### config.mk
export PLATFORM = sky130hd
export DESIGN_NAME = pqxf_front
export DESIGN_NICKNAME = d
export VERILOG_FILES = /design/src/packet_queue_xor_framer_defines.svh /design/src/pqxf_pkg.sv /design/src/pqxf_front.sv
export SDC_FILE = /design/constraint.sdc
export NUM_CORES = 1
export LEC_CHECK = 0
export BUFFER_PORTS_ARGS = -buffer_cell sky130_fd_sc_hd__buf_2
export CORE_MARGIN = 2
export CORE_UTILIZATION = 50
export CTS_CLUSTER_DIAMETER = 60
export DETAILED_ROUTE_END_ITERATION = 10
export PLACE_DENSITY = 0.8
export SYNTH_ARGS = -nofsm -noshare
export SYNTH_HDL_FRONTEND = slang
export SYNTH_SLANG_ARGS = --single-unit
### constraint.sdc
create_clock -name clk -period 2.3 [get_ports clk]
set_input_delay 0.23 -clock clk [delete_from_list [all_inputs] [get_ports clk]]
set_output_delay 0.23 -clock clk [all_outputs]
set_load 0.02 [all_outputs]
### src/packet_queue_xor_framer_defines.svh
// Assertion macros for the packet queue framer.
// Used by the top level only; expects clk and rst_n in scope.
`ifndef PACKET_QUEUE_XOR_FRAMER_DEFINES_SVH
`define PACKET_QUEUE_XOR_FRAMER_DEFINES_SVH

// Same-cycle implication, off during reset.
`define PQXF_ASSERT_NOW(lbl, ante, cons, msg) \
  lbl: assert property (@(posedge clk) disable iff (!rst_n) (ante) |-> (cons)) \
    else $error(msg);

// Next-cycle implication, off during reset.
`define PQXF_ASSERT_NEXT(lbl, ante, cons, msg) \
  lbl: assert property (@(posedge clk) disable iff (!rst_n) (ante) |=> (cons)) \
    else $error(msg);

`endif

### src/pqxf_pkg.sv
// Shared types and constants for the packet queue framer.
// No dependencies; imported by the front, back and top level.
package pqxf_pkg;

  localparam int SLOTS_DEF       = 64;
  localparam int PAYLOAD_MAX_DEF = 64;
  localparam int QDEPTH          = 4;
  localparam int QAW             = $clog2(QDEPTH);

  localparam logic [7:0] SYNC_FIRST  = 8'hA5;
  localparam logic [7:0] SYNC_SECOND = 8'h5A;

  typedef enum logic [2:0] {
    OP_RX      = 3'b001,
    OP_RX_LAST = 3'b010,
    OP_TX      = 3'b100
  } op_t;

  typedef struct packed {
    op_t        op;
    logic [7:0] data;
  } item_t;

  typedef struct packed {
    logic phase_idle;
    logic ring_empty;
  } back_status_t;

endpackage

### src/pqxf_front.sv
// Front end: accepts items, classifies them and queues them for the back end.
// Depends on pqxf_pkg.
module pqxf_front
  import pqxf_pkg::*;
(
  input  logic       clk,
  input  logic       rst_n,
  input  logic       in_valid,
  output logic       in_stall,
  input  logic       in_kind,
  input  logic [7:0] in_rx_byte,
  input  logic       in_rx_last,
  output logic       q_valid,
  output item_t      q_item,
  input  logic       q_pop
);

  item_t            fifo_r [QDEPTH];
  logic [QAW-1:0]   wr_r, wr_nxt;
  logic [QAW-1:0]   rd_r, rd_nxt;
  logic [QAW:0]     cnt_r, cnt_nxt;
  logic             push, pop;
  item_t            new_item;

  assign in_stall = (cnt_r == (QAW+1)'(QDEPTH));
  assign q_valid  = (cnt_r != '0);
  assign q_item   = fifo_r[rd_r];
  assign push     = in_valid && !in_stall;
  assign pop      = q_pop && q_valid;

  always_comb begin
    new_item.data = in_rx_byte;
    priority if (in_kind) begin
      new_item.op = OP_TX;
    end else if (in_rx_last) begin
      new_item.op = OP_RX_LAST;
    end else begin
      new_item.op = OP_RX;
    end
  end

  always_comb begin
    wr_nxt  = push ? wr_r + 1'b1 : wr_r;
    rd_nxt  = pop ? rd_r + 1'b1 : rd_r;
    cnt_nxt = cnt_r + (QAW+1)'(push) - (QAW+1)'(pop);
  end

  always_ff @(posedge clk) begin
    if (!rst_n) begin
      wr_r  <= '0;
      rd_r  <= '0;
      cnt_r <= '0;
    end else begin
      wr_r  <= wr_nxt;
      rd_r  <= rd_nxt;
      cnt_r <= cnt_nxt;
    end
  end

  always_ff @(posedge clk) begin
    if (push) begin
      fifo_r[wr_r] <= new_item;
    end
  end

endmodule

# Yosys cells after proc, flatten, opt, wreduce, memory -nomap -nowiden
# Memory sizes are Yosys's and may differ from the RTL's. A register that Yosys moved wholly into a read port is not among the register bits.
# Index checks and enable logic that the tools add are counted.
[classes]
addsub = 4
mul = 0
div = 0
order_cmp = 0
eq_ne = 1
shift = 0
n_mux = 6
n_bitwise = 0
reduce_logical = 4
[ops]
columns = ["operator", "n"]
rows = [
  ["2-to-1 mux 2 bit", 3],
  ["adder 2 x 1 -> 2 bit, second input constant", 2],
  ["adder 3 x 1 -> 3 bit", 1],
  ["equality test 3 bit, second input constant", 1],
  ["2-to-1 mux 3 bit", 1],
  ["nonzero test 3 bit", 1],
  ["subtractor 3 x 1 -> 3 bit", 1],
  ["logical AND 1 bit", 2],
  ["2-to-1 mux 1 bit", 2],
  ["logical NOT 1 bit", 1],
]
[totals]
regBits = 7
latchBits = 0
mem_bits_rw = 44
romBits = 0
inputBits = 14
output_inout_bits = 13
elab_cells = 19
mem_count = 1
[memory_table]
columns = ["memory", "depth", "word_bits", "read_ports", "rd_ports_with_merged_regs", "write_ports", "line", "text"]
rows = [
  ["fifo_r", 4, 11, 1, 1, 1, "pqxf_front.sv:18", "item_t fifo_r [QDEPTH];"],
]

# Logic depth before layout (Yosys ltp)
[logic_depth]
word_depth = 5
mapped_depth = 12

# Worst setup path after synthesis
# OpenSTA, ideal clock, no wires.
[synth_timing]
kind = "flip-flop to flip-flop"
start = "register cnt_r[1]"
end = "register cnt_r[2]"
setup_ns = 0.115
arrival_ns = 2.232
required_time_ns = 2.185
path_slack_ns = -0.047
stages_incl_launch_ff = 13
path_buffers = 1
period_less_slack_ns = 2.347
path_cell_list = "dfxtp_1 nor3b_2 nor2b_1 buf_6 inv_1 ha_1 inv_1 ha_1 inv_1 fa_1 xnor2_1 xnor2_1 and2_1"
[synth_via]
elab_chain_len = 5
[synth_rtl]
columns = ["item", "line", "text"]
rows = [
  ["start, declared", "pqxf_front.sv:21", "logic [QAW:0] cnt_r, cnt_nxt;"],
  ["start signal, assigned", "pqxf_front.sv:56", "cnt_r <= cnt_nxt;"],
  ["equality test 3 bit", "pqxf_front.sv:25", "assign in_stall = (cnt_r == (QAW+1)'(QDEPTH));"],
  ["net in_stall", "pqxf_front.sv:9", "output logic in_stall,"],
  ["logical NOT 1 bit", "pqxf_front.sv:28", "assign push = in_valid && !in_stall;"],
  ["logical AND 1 bit", "pqxf_front.sv:28", ""],
  ["adder 3 x 1 -> 3 bit", "pqxf_front.sv:45", "cnt_nxt = cnt_r + (QAW+1)'(push) - (QAW+1)'(pop);"],
  ["subtractor 3 x 1 -> 3 bit", "pqxf_front.sv:45", ""],
]
# The timed path passes the listed nets, and every way through them passes these cells.
# A chain may end at the register's enable or synchronous reset.

# Final worst setup path
[layout_timing]
start = "register cnt_r[1]"
end = "register cnt_r[2]"
[layout_rtl]
columns = ["item", "line", "text"]
rows = [
  ["nonzero test 3 bit", "pqxf_front.sv:26", "assign q_valid = (cnt_r != '0);"],
  ["logical AND 1 bit", "pqxf_front.sv:29", "assign pop = q_pop && q_valid;"],
  ["net pop", "pqxf_front.sv:22", "logic push, pop;"],
  ["subtractor 3 x 1 -> 3 bit", "pqxf_front.sv:45", ""],
]
# The timed path passes the listed nets, and every way through them passes these cells.

==> flow_summary.ini <==
[global_routing]
track_usage = 0.151
globalRouteOverflowTotal = 0
grt_max_degree = 19
antenna_found_initial = 0
grt_pass1_wl_um = 4660
grt_pass1_vias = 959

[clock_tree]
cts_max_level = 2
cts_setup_buffers = 0
root_buffer = clkbuf_8
cts_tree = built
worstSkewPairLatency_ps = 310
cts_made_buffers = 5
hold_buffers = 0
clock_sinks = 53
cts_buffer_depth = 2
cts.clk_slew.worst_paths_ps = 100

[yosys]
syn-mean-instance-area_um2 = 19.4
ys_ff_latch = 53
synth_area_um2 = 2080
syn_nets = 128
synthTopCellsByArea = edfxtp_1 64%, mux4_2 12%, dfxtp_1 8.7%, ha_1 3.6%, and2_1 2.1%
synth_warnings = 0
yosysTopAreaCell = edfxtp_1
yosysSeqAreaShare = 0.722
synthDistinctLibCells = 20
synthCells = 107
synth_top_area_frac = 0.636

[finish]
n_fill_cell = 311
regArea_um2 = 1510
fin_cells = 189
finalNetCount = 159
fin_area_um2 = 2380
area_growth_pct = 14.4
antenna_cells = 0
layout_common_cells = 44 x edfxtp_1, 26 x buf_2, 11 x mux4_2, 7 x and2_1
drive_above_1_share = 0.403
final_common_cell = edfxtp_1
multiInputGateArea_um2 = 549

[place]
place.gp.congestion = 0.719
dp.cells = 181
placed_cell_area_um2 = 2260
dpl_worst_slack_ps = -36.2
portBuffers = 26

[setup_path]
r2r_slack_ps = 130
cp.arrival_ps = 2380
r2r-start = cnt_r[1]
cp_slowest_cell = dfxtp_4
cp.required_ps = 2510
max_stage_delay_ps = 390
critPathCaptureType = register
cp_cell_sequence = o31a_2 -> ha_1 -> inv_1 -> ha_1 -> inv_1 -> fa_2 -> xnor2_2 -> xnor2_1 -> and2_1
crit_path_start_kind = register
rr_endpoint = cnt_r[2]
worstRegToRegCells = 9
crit_start = cnt_r[1]
endpoint = cnt_r[2]
critPathKind = register to register
critPathMaxFanout = 6

[die]
core.rowCount = 23
die-area_um2 = 4690
initial_core_util = 0.520
boundaryPins = 27
placeableCoreArea_um2 = 4000
die_w_um = 68.5
die_h_um = 68.5

[drt]
drt-initial-drc-count = 65
drc_errors = 0
wl_per_cell_um = 16.3
firstDrtPassIters = 4
post_drt_via_cell_ratio = 5.11
wl_um = 3080
ant_nets = 0
via_count = 965

[power_and_ir_drop]
ir_worst_vdd_uv = 837
p_per_area_nw_per_um2 = 1080
leakagePower_nw = 0.845

[flow_run]
maxCapViolations = 0

[timing]
max_freq_mhz = 461
final_max_slew_viol_count = 0
clock_skew_ps = 9.79
finalCriticalPeriod_ps = 2170
maxSlewHeadroom = 0.614
final.period_utilization = 0.943
timing.final.hold_violations = 0
layout_setup_ws_ps = 132
worst_pin_slew_ps = 579
rsz0062_at_grt = no
setup_violations = 0

[hold_path]
worstHoldStart = in_rx_byte[2]
worstHoldPathType = input pin to register

[run_status]
status = completed
==> stage by stage <==
step / hold WS, ps / TNS, ps / utilization / power, W
after floorplan: 329 / 0 / - / 0.00183
after global placement: 445 / 0 / 0.566 / 0.00201
after detailed placement: 455 / -36.2 / 0.566 / 0.00205
after CTS: 127 / 0 / 0.590 / 0.00258
after global routing: 114 / 0 / 0.595 / 0.00273
final: 134 / 0 / 0.595 / 0.00258
==> where the power goes <==
group / internal (W) / switching [W] / total (W)
logic: 0.000370 / 0.000402 / 0.000772
registers: 0.00119 / 0.0000890 / 0.00127
clock network: 0.000222 / 0.000312 / 0.000534
==> state kept, by name, indices dropped and copies added, names as in the netlist, named ones only <==
register and cells:
wr_r 2, cnt_r 3, rd_r 2, fifo_r 44
==> cells by family (layout without fill, tap and decap cells) <==
logic type	after synthesis	in the layout	synth area share
compound gates	2	2	0.00903
fa+ha+maj	7	7	0.0458
xor+xnor	4	4	0.0169
simple gates	19	19	0.0548
buf+inv	9	41	0.0223
flops	53	53	0.722
mux	13	13	0.129
==> cell usage after synthesis <==
cell type	count
o311ai_1	1
dfxtp_1	9
mux2i_1	2
edfxtp_1	44
or3_2	1
o31a_2	1
buf_4	1
buf_2	1
xnor2_1	4
fa_1	1
inv_1	5
and2_1	7
nor3b_2	1
nor2b_1	5
clkbuf_1	1
nor2_1	1
mux4_2	11
nand2_1	4
ha_1	6
buf_6	1
==> worst max-delay path: cells and delay by family, from the launching register on <==
| family | cells | cell delay [ps] |
|---|---|---|
| xor gates and xnor gates | 2 | 280 |
| buffers and inverters | 2 | 110 |
| and+or+nand+nor | 1 | 150 |
| DFF | 1 | 390 |
| adders and majority gates | 3 | 770 |
| AOI/OAI and AO/OA | 1 | 380 |
==> worst min-delay path by stage <==
stage | end | cells past startpoint
after global placement | fifo_r[0][2] | 1
after CTS | fifo_r[2][5] | 1
after detailed placement | fifo_r[1][3] | 1
final | fifo_r[3][2] | 1
after global routing | fifo_r[1][6] | 1
after floorplan | fifo_r[0][0] | 0
==> metal layers <==
metal | part of all wire | vias to the layer above | global-route usage
li1 | - | 464 | -
met1 | 0.43 | 473 | 0.169
met2 | 0.51 | 23 | 0.258
met3 | 0.047 | 5 | 0.0576
met4 | 0.014 | 0 | 0.0600
met5 | 0 | - | 0
==> repair_timing <==
item / in CTS / in global routing
gates cloned: 0 / 0
resized for setup: 1 / 6
endpoints found under the setup margin: 1 / 1
==> layout make-up <==
type / instances / area share
Clock buffer: 5 / 0.0289
Inverter: 5 / 0.00789
Multi-Input combinational cell: 45 / 0.231
Tap cell: 50 / 0.0263
Clock inverter: 3 / 0.0110
Timing Repair Buffer: 28 / 0.0610
Sequential cell: 53 / 0.634
No activity file was read; power rests on OpenSTA's default activity.
